## src/rtl/ilst_pkg.sv

```systemverilog
`timescale 1ns / 1ps
`default_nettype none

package ilst_pkg;

   localparam int FUNC_W           = 3;
   localparam int POSITION_W       = 7;
   localparam int DATA_W           = 32;
   localparam int COUNT_OUT_W      = 7;
   localparam int DEFAULT_CAPACITY = 64;

   typedef enum logic [FUNC_W-1:0] {
      FN_READ       = 3'd0,
      FN_INSERT_AT  = 3'd1,
      FN_PUSH_FRONT = 3'd2,
      FN_PUSH_BACK  = 3'd3,
      FN_REMOVE_AT  = 3'd4,
      FN_POP_FRONT  = 3'd5,
      FN_POP_BACK   = 3'd6
   } func_type;

   // Commands from the controller to the datapath.
   typedef struct packed {
      logic latch;          // capture the request fields
      logic cursor_init;    // load the shift cursor
      logic cursor_step;    // advance the shift cursor by one entry
      logic mem_rd;         // issue a memory read
      logic rd_sel_target;  // read at the target position, else at the shift source
      logic mem_wr;         // issue a memory write
      logic wr_sel_place;   // write the new value at the target, else the shifted entry
      logic cnt_inc;
      logic cnt_dec;
      logic respond;        // load the result registers
      logic resp_ok;
      logic resp_read;      // the result carries the value read
   } cmd_type;

   // Status from the datapath to the controller.
   typedef struct packed {
      logic legal;
      logic is_read;
      logic is_insert;
      logic shift_done;
   } status_type;

endpackage

`default_nettype wire

```

## src/rtl/ilst_datapath.sv

```systemverilog
`timescale 1ns / 1ps
`default_nettype none

module ilst_datapath
   import ilst_pkg::*;
#(
   parameter int CAPACITY = DEFAULT_CAPACITY
) (
   input  wire logic                          clock,
   input  wire logic                          reset,
   input  wire cmd_type                       cmd,
   output status_type                         status,
   input  wire logic [FUNC_W-1:0]             req_func,
   input  wire logic [POSITION_W-1:0]         req_position,
   input  wire logic signed [DATA_W-1:0]      req_item_value,
   output logic                               rsp_strobe,
   output logic                               rsp_ok,
   output logic signed [DATA_W-1:0]           rsp_read_value,
   output logic [COUNT_OUT_W-1:0]             rsp_entry_count,
   output logic                               rsp_is_empty
);

   localparam int CNT_W  = $clog2(CAPACITY + 1);
   localparam int ADDR_W = (CAPACITY > 1) ? $clog2(CAPACITY) : 1;
   localparam int CMP_W  = (CNT_W > POSITION_W) ? CNT_W : POSITION_W;
   localparam logic [CMP_W-1:0] CAP_CMP = CMP_W'(CAPACITY);

   func_type                  func_ff;
   logic [POSITION_W-1:0]     pos_ff;
   logic [DATA_W-1:0]         value_ff;
   logic [CNT_W-1:0]          count_ff;
   logic [CNT_W-1:0]          count_in;
   logic [CNT_W-1:0]          cursor_ff;
   logic [CNT_W-1:0]          cursor_in;
   logic [DATA_W-1:0]         mem_rdata_ff;
   logic [DATA_W-1:0]         mem [CAPACITY];

   logic                      rsp_strobe_ff;
   logic                      rsp_ok_ff;
   logic [DATA_W-1:0]         rsp_read_value_ff;
   logic [COUNT_OUT_W-1:0]    rsp_entry_count_ff;
   logic                      rsp_is_empty_ff;

   logic [CMP_W-1:0]          cnt_cmp;
   logic [CMP_W-1:0]          pos_cmp;
   logic [CMP_W-1:0]          epos_cmp;
   logic [CMP_W-1:0]          cnt_in_cmp;
   logic [CNT_W-1:0]          epos;
   logic [CNT_W-1:0]          src;
   logic [CNT_W:0]            cursor_next_wide;
   logic                      full;
   logic                      empty;
   logic                      legal;
   logic                      is_insert;
   logic [ADDR_W-1:0]         rd_idx;
   logic [ADDR_W-1:0]         wr_idx;
   logic [DATA_W-1:0]         wr_data;

   assign cnt_cmp = CMP_W'(count_ff);
   assign pos_cmp = CMP_W'(pos_ff);
   assign full    = (cnt_cmp == CAP_CMP);
   assign empty   = (count_ff == '0);

   // Front operations work at position zero, back operations at the tail.
   always_comb begin
      case (func_ff)
         FN_PUSH_FRONT, FN_POP_FRONT: epos_cmp = '0;
         FN_PUSH_BACK:                epos_cmp = cnt_cmp;
         FN_POP_BACK:                 epos_cmp = cnt_cmp - CMP_W'(1);
         default:                     epos_cmp = pos_cmp;
      endcase
   end

   assign epos = epos_cmp[CNT_W-1:0];

   always_comb begin
      case (func_ff)
         FN_READ:                    legal = (pos_cmp < cnt_cmp);
         FN_INSERT_AT:               legal = !full && (pos_cmp <= cnt_cmp);
         FN_PUSH_FRONT, FN_PUSH_BACK: legal = !full;
         FN_REMOVE_AT:               legal = (pos_cmp < cnt_cmp);
         FN_POP_FRONT, FN_POP_BACK:  legal = !empty;
         default:                    legal = 1'b0;
      endcase
   end

   assign is_insert = func_ff inside {FN_INSERT_AT, FN_PUSH_FRONT, FN_PUSH_BACK};

   // An insert walks the cursor down from the tail, a remove walks it up from the target.
   assign src              = is_insert ? (cursor_ff - CNT_W'(1)) : (cursor_ff + CNT_W'(1));
   assign cursor_next_wide = (CNT_W + 1)'(cursor_ff) + (CNT_W + 1)'(1);

   assign status.legal      = legal;
   assign status.is_read    = (func_ff == FN_READ);
   assign status.is_insert  = is_insert;
   assign status.shift_done = is_insert ? (cursor_ff == epos)
                                        : (cursor_next_wide >= (CNT_W + 1)'(count_ff));

   always_comb begin
      cursor_in = cursor_ff;
      if (cmd.cursor_init) begin
         cursor_in = is_insert ? count_ff : epos;
      end else if (cmd.cursor_step) begin
         cursor_in = src;
      end
   end

   always_comb begin
      count_in = count_ff;
      if (cmd.cnt_inc) begin
         count_in = count_ff + CNT_W'(1);
      end else if (cmd.cnt_dec) begin
         count_in = count_ff - CNT_W'(1);
      end
   end

   assign cnt_in_cmp = CMP_W'(count_in);
   assign rd_idx     = cmd.rd_sel_target ? epos[ADDR_W-1:0] : src[ADDR_W-1:0];
   assign wr_idx     = cmd.wr_sel_place ? epos[ADDR_W-1:0] : cursor_ff[ADDR_W-1:0];
   assign wr_data    = cmd.wr_sel_place ? value_ff : mem_rdata_ff;

   always_ff @(posedge clock) begin
      if (cmd.mem_wr) begin
         mem[wr_idx] <= wr_data;
      end
      if (cmd.mem_rd) begin
         mem_rdata_ff <= mem[rd_idx];
      end
   end

   always_ff @(posedge clock) begin
      if (cmd.latch) begin
         func_ff  <= func_type'(req_func);
         pos_ff   <= req_position;
         value_ff <= req_item_value;
      end
      cursor_ff <= cursor_in;
      if (cmd.respond) begin
         rsp_ok_ff          <= cmd.resp_ok;
         rsp_read_value_ff  <= cmd.resp_read ? mem_rdata_ff : '0;
         rsp_entry_count_ff <= cnt_in_cmp[COUNT_OUT_W-1:0];
         rsp_is_empty_ff    <= (count_in == '0);
      end
   end

   always_ff @(posedge clock) begin
      if (reset) begin
         count_ff      <= '0;
         rsp_strobe_ff <= 1'b0;
      end else begin
         count_ff      <= count_in;
         rsp_strobe_ff <= cmd.respond;
      end
   end

   assign rsp_strobe      = rsp_strobe_ff;
   assign rsp_ok          = rsp_ok_ff;
   assign rsp_read_value  = rsp_read_value_ff;
   assign rsp_entry_count = rsp_entry_count_ff;
   assign rsp_is_empty    = rsp_is_empty_ff;

endmodule

`default_nettype wire

```

## src/rtl/ilst_controller.sv

```systemverilog
`timescale 1ns / 1ps
`default_nettype none

module ilst_controller
   import ilst_pkg::*;
(
   input  wire logic       clock,
   input  wire logic       reset,
   input  wire logic       start,
   output logic            busy,
   input  wire status_type status,
   output cmd_type         cmd
);

   typedef enum logic [4:0] {
      ST_IDLE      = 5'b00001,
      ST_DECIDE    = 5'b00010,
      ST_READ_WAIT = 5'b00100,
      ST_SH_RD     = 5'b01000,
      ST_SH_WR     = 5'b10000
   } state_type;

   state_type state_ff;
   state_type state_in;

   always_comb begin
      state_in = state_ff;
      cmd      = '0;
      case (state_ff)
         ST_IDLE: begin
            if (start) begin
               cmd.latch = 1'b1;
               state_in  = ST_DECIDE;
            end
         end
         ST_DECIDE: begin
            if (!status.legal) begin
               cmd.respond = 1'b1;
               state_in    = ST_IDLE;
            end else if (status.is_read) begin
               cmd.mem_rd        = 1'b1;
               cmd.rd_sel_target = 1'b1;
               state_in          = ST_READ_WAIT;
            end else begin
               cmd.cursor_init = 1'b1;
               state_in        = ST_SH_RD;
            end
         end
         ST_READ_WAIT: begin
            cmd.respond   = 1'b1;
            cmd.resp_ok   = 1'b1;
            cmd.resp_read = 1'b1;
            state_in      = ST_IDLE;
         end
         ST_SH_RD: begin
            if (status.shift_done) begin
               // The gap is open (or closed); finish the operation.
               if (status.is_insert) begin
                  cmd.mem_wr       = 1'b1;
                  cmd.wr_sel_place = 1'b1;
                  cmd.cnt_inc      = 1'b1;
               end else begin
                  cmd.cnt_dec = 1'b1;
               end
               cmd.respond = 1'b1;
               cmd.resp_ok = 1'b1;
               state_in    = ST_IDLE;
            end else begin
               cmd.mem_rd = 1'b1;
               state_in   = ST_SH_WR;
            end
         end
         ST_SH_WR: begin
            cmd.mem_wr      = 1'b1;
            cmd.cursor_step = 1'b1;
            state_in        = ST_SH_RD;
         end
         default: begin
            state_in = ST_IDLE;
         end
      endcase
   end

   always_ff @(posedge clock) begin
      if (reset) begin
         state_ff <= ST_IDLE;
      end else begin
         state_ff <= state_in;
      end
   end

   assign busy = (state_ff != ST_IDLE);

endmodule

`default_nettype wire

```

## src/rtl/indexed_ordered_list_store.sv

```systemverilog
// A failed request responds from the decide state, a read from the read-wait state, and an
// insert or remove from the shift-read state after one read and write pair per moved entry.
// A new request can be accepted in the cycle the result strobe is shown; the entry memory
// moves one entry per read and write pair. Synchronous active-high reset empties the list
// and drops busy; entry contents are not cleared. Results are shown for one cycle and
// cannot be stalled.
`timescale 1ns / 1ps
`default_nettype none

module indexed_ordered_list_store
   import ilst_pkg::*;
#(
   parameter int CAPACITY = DEFAULT_CAPACITY
) (
   input  wire logic                      clock,
   input  wire logic                      reset,
   input  wire logic                      start,
   output logic                           busy,
   input  wire logic [FUNC_W-1:0]         req_func,
   input  wire logic [POSITION_W-1:0]     req_position,
   input  wire logic signed [DATA_W-1:0]  req_item_value,
   output logic                           rsp_strobe,
   output logic                           rsp_ok,
   output logic signed [DATA_W-1:0]       rsp_read_value,
   output logic [COUNT_OUT_W-1:0]         rsp_entry_count,
   output logic                           rsp_is_empty
);

   cmd_type    cmd;
   status_type status;

   ilst_controller u_controller (
      .clock  (clock),
      .reset  (reset),
      .start  (start),
      .busy   (busy),
      .status (status),
      .cmd    (cmd)
   );

   ilst_datapath #(
      .CAPACITY (CAPACITY)
   ) u_datapath (
      .clock           (clock),
      .reset           (reset),
      .cmd             (cmd),
      .status          (status),
      .req_func        (req_func),
      .req_position    (req_position),
      .req_item_value  (req_item_value),
      .rsp_strobe      (rsp_strobe),
      .rsp_ok          (rsp_ok),
      .rsp_read_value  (rsp_read_value),
      .rsp_entry_count (rsp_entry_count),
      .rsp_is_empty    (rsp_is_empty)
   );

endmodule

`default_nettype wire

```

## config.mk

```make
export PLATFORM = sky130hd
export DESIGN_NAME = indexed_ordered_list_store
export DESIGN_NICKNAME = d
export VERILOG_FILES = /design/src/rtl/ilst_pkg.sv /design/src/rtl/ilst_datapath.sv /design/src/rtl/ilst_controller.sv /design/src/rtl/indexed_ordered_list_store.sv
export SDC_FILE = /design/constraint.sdc
export NUM_CORES = 2
export LEC_CHECK = 0
export BUFFER_PORTS_ARGS = -buffer_cell sky130_fd_sc_hd__buf_2
export CORE_MARGIN = 1.5
export CORE_UTILIZATION = 45
export DETAILED_ROUTE_END_ITERATION = 16
export PLACE_DENSITY_LB_ADDON = 0.3
export RECOVER_POWER = 50
export REMOVE_ABC_BUFFERS = 1
export SLEW_MARGIN = 10
export SYNTH_ARGS = -nofsm -noshare
export SYNTH_HDL_FRONTEND = slang
export SYNTH_HIERARCHICAL = 1
export SYNTH_SLANG_ARGS = --single-unit
```

## constraint.sdc

```tcl
create_clock -name clock -period 6.3 [get_ports clock]
set_input_delay 0.315 -clock clock [delete_from_list [all_inputs] [get_ports clock]]
set_output_delay 0.315 -clock clock [all_outputs]
set_load 0.05 [all_outputs]
```

==> results.sh <==
export IMPL_multi_input_area_um2=19270
export IMPL_htreeDepth=4
export IMPL_endpoint_kind="register"
export IMPL_violations="capacitance limit, slew limit"
export IMPL_vdd_ir_drop_max_uv=310.4
export IMPL_cts_sinks=2183
export IMPL_critPathMaxStageDelay_ps=670
export IMPL_crit_fanout=50
export IMPL_synthCells=4836
export IMPL_layout_drive_gt1_share_pct=19.74
export IMPL_path_cells="inv_1 -> ha_1 -> a21o_1 -> a21oi_1 -> o21ai_0 -> o21ai_0 -> o21ai_0 -> a31oi_1 -> nand4_1 -> inv_2 -> buf_4 -> a31o_4 -> buf_12 -> buf_12 -> a21oi_1 -> a22oi_1 -> a221o_1 -> a2bb2oi_1 -> o211a_1"
export IMPL_final_util_pct=52.27
export IMPL_grt_pass1_vias=46360
export IMPL_clock_root_buffer="clkbuf_16"
export IMPL_die_h_um=439.3
export IMPL_diodes=0
export IMPL_ys_ff_latch=2183
export IMPL_status="complete, but fails checks"
export IMPL_avgSynthCellArea_um2=17.72
export IMPL_ys_flop_type="edfxtp_1"
export IMPL_core_area_um2=188400
export IMPL_dr_pass1_iters=5
export IMPL_regArea_um2=65420
export IMPL_power_mw=31.04
export IMPL_clockBufferDepth=3
export IMPL_globalplace_congestion=0.8764
export IMPL_synth_top_area_share_pct=76.05
export IMPL_rsz0062_at_grt="no"
export IMPL_fin_crit_ps=5912
export IMPL_drc_errors=0
export IMPL_syn_to_final_growth_pct=14.93
export IMPL_crit_family="compound AO/OA/AOI/OAI gates"
export IMPL_antenna_found_initial=3
export IMPL_crit_buf_inv=5
export IMPL_viasPerCell=6.055
export IMPL_worstSkewPairLatency_ps=870
export IMPL_leakagePower_nw=31.95
export IMPL_cts_tree="built"
export IMPL_p_per_area_nw_per_um2=315.2
export IMPL_fin_crit_sh_pct=93.83
export IMPL_yosys_warnings=6
export IMPL_vias=47340
export IMPL_path_class="register to register"
export IMPL_whs_ps=160.5
export IMPL_drv_slew=202
export IMPL_port_buffers=87
export IMPL_die_x_um=439.3
export IMPL_relSlewSlack_pct=-90.37
export IMPL_arrival_ps=6640
export IMPL_crit_path_top_delay_cell="a31o_4"
export IMPL_grtUsageTotal_pct=23.46
export IMPL_critical_path_startpoint_type="register"
export IMPL_finalSetupViolCount=0
export IMPL_worst_hold_path_type="input port to register"
export IMPL_initial_utilization_pct=45.48
export IMPL_num_fill_cells=14760
export IMPL_grt_overflow=0
export IMPL_ant_nets=0
export IMPL_rows=159
export IMPL_post_synth_top_count_cell="edfxtp_1"
export IMPL_clk_pin_slew_ps=60
export IMPL_maxCapViolations=5
export IMPL_hold_viol=0
export IMPL_cts_buffers=210
export IMPL_layout_nets=5216
export IMPL_wl_per_cell_um=29.12
export IMPL_grt_pass1_wl_mm=328.5
export IMPL_ys_seq_area_share_pct=76.36
export IMPL_drt_initial_drc_count=6114
export IMPL_die_area_um2=193000
export IMPL_grt_max_degree=103
export IMPL_ios=88
export IMPL_drt_total_wl_mm=227.6
export IMPL_synthTopCellsByCount="edfxtp_1, nand2_1, mux4_2"
export IMPL_synth_edf_count=2170
export IMPL_synthDistinctLibCells=68
export IMPL_max_slew_worst_pin_slew_ps=2856
export IMPL_cp_common_cell="o21ai_0"
export IMPL_yosys_area_top_type="edfxtp_1"
export IMPL_syn_area_um2=85680
export IMPL_hpwl_mm=130.6
export IMPL_async_flop_share_pct=0
export IMPL_cp_required_ps=7030
export IMPL_synth_area_leaders="edfxtp_1, mux4_2, nand2_1"
export IMPL_skew_ps=64.51
export IMPL_max_freq_mhz=169.2
==> final cells by class <==
class,instances,area share [%]
Sequential cell,2183,66.44
Multi-Input combinational cell,2308,19.57
Clock inverter,126,1.358
Inverter,46,0.1753
Tap cell,2495,3.170
Clock buffer,265,5.643
Timing Repair Buffer,395,3.647
==> where the power goes <==
| group | total, mW | internal [mW] | switching [mW] |
|---|---|---|---|
| clock | 12.6 | 7.19 | 5.43 |
| combinational | 2.58 | 0.898 | 1.68 |
| sequential | 15.8 | 15.8 | 0.0252 |
==> cell families after synthesis <==
logic type	after synthesis	synth area share, %
buffers and inverters	345	1.799
xor gates and xnor gates	25	0.2556
DFF	2183	76.36
muxes	457	9.887
AOI/OAI and AO/OA	592	5.196
adders and majority gates	27	0.4031
and+or+nand+nor	1207	6.101
==> flip-flops by register name, indices dropped and copies added (netlist names), 3 cells and up <==
signal	cells
u_datapath/mem	2048
u_datapath/mem_rdata_ff	32
u_datapath/rsp_read_value	32
u_datapath/value_ff	32
u_datapath/cnt_cmp	7
u_datapath/cursor_ff	7
u_datapath/pos_cmp	7
u_datapath/rsp_entry_count	7
u_controller/state_ff	5
u_datapath/func_ff	3
==> final timing paths <==
path | start | endpoint | slack, ps | cells past startpoint
setup / recovery | u_datapath/cnt_cmp[1]$_SDFF_PP0_ | u_datapath/mem_rdata_ff[29]$_DFFE_PP_ | 390 | 19
hold / removal | req_item_value[27] | u_datapath/value_ff[27]$_DFFE_PP_ | 160 | 2
setup reg to reg | u_datapath/cnt_cmp[1]$_SDFF_PP0_ | u_datapath/mem_rdata_ff[29]$_DFFE_PP_ | 390 | 19
hold reg to reg | u_controller/state_ff[4]$_SDFFE_PP0P_ | u_controller/state_ff[0]$_SDFFE_PP1P_ | 590 | 2
==> repair_timing <==
item	4_1_cts	5_1_grt
hold buffers	44	0
endpoints found under the hold margin	65	0
buffers inserted	0	0
setup endpoints to repair	0	2
gates resized for setup	0	2
==> placed cells by master, fill, tap and decap left out, types with 32 or more instances in the layout <==
cell,instances
a31oi_1,58
mux2i_1,97
nor2_4,61
and3_1,41
nand2_1,650
buf_12,69
o211a_1,32
buf_4,158
mux2_2,52
buf_2,42
clkbuf_1,108
a21oi_1,150
nor2_1,76
a22oi_1,81
clkinv_2,37
nand3_1,277
dlygate4sd3_1,44
a311oi_1,51
mux4_2,306
inv_1,45
clkbuf_16,214
edfxtp_1,2170
clkinv_1,47
a221oi_1,46
==> per-layer routing <==
| metal | wire length [um] | GRT usage [%] |
|---|---|---|
| met5 | 0 | 0 |
| met4 | 6230 | 6.898 |
| met3 | 20010 | 4.159 |
| met2 | 109100 | 37.07 |
| met1 | 92320 | 33.47 |
==> worst register-to-register path, stage by stage (launching register included) <==
cell	delay (ps)
dfxtp_1	530
inv_1	230
ha_1	350
a21o_1	150
a21oi_1	150
o21ai_0	90
o21ai_0	220
o21ai_0	130
a31oi_1	400
nand4_1	250
inv_2	260
buf_4	410
a31o_4	680
buf_12	310
buf_12	330
a21oi_1	120
a22oi_1	190
a221o_1	190
a2bb2oi_1	510
o211a_1	270
==> metrics by stage <==
step	setup slack (ps)	std cells	area (um2)	setup TNS, ps
2_1_floorplan	-19200	4537	84310	-3387020
4_1_cts	57.84	7818	98720	0
5_1_grt	61.62	7818	98470	0
3_3_place_gp	218.2	7383	91390	0
3_5_place_dp	117.7	7383	91390	0
6_report	388.4	7818	98470	0
Note: power is estimated with default switching activity, not from simulation.
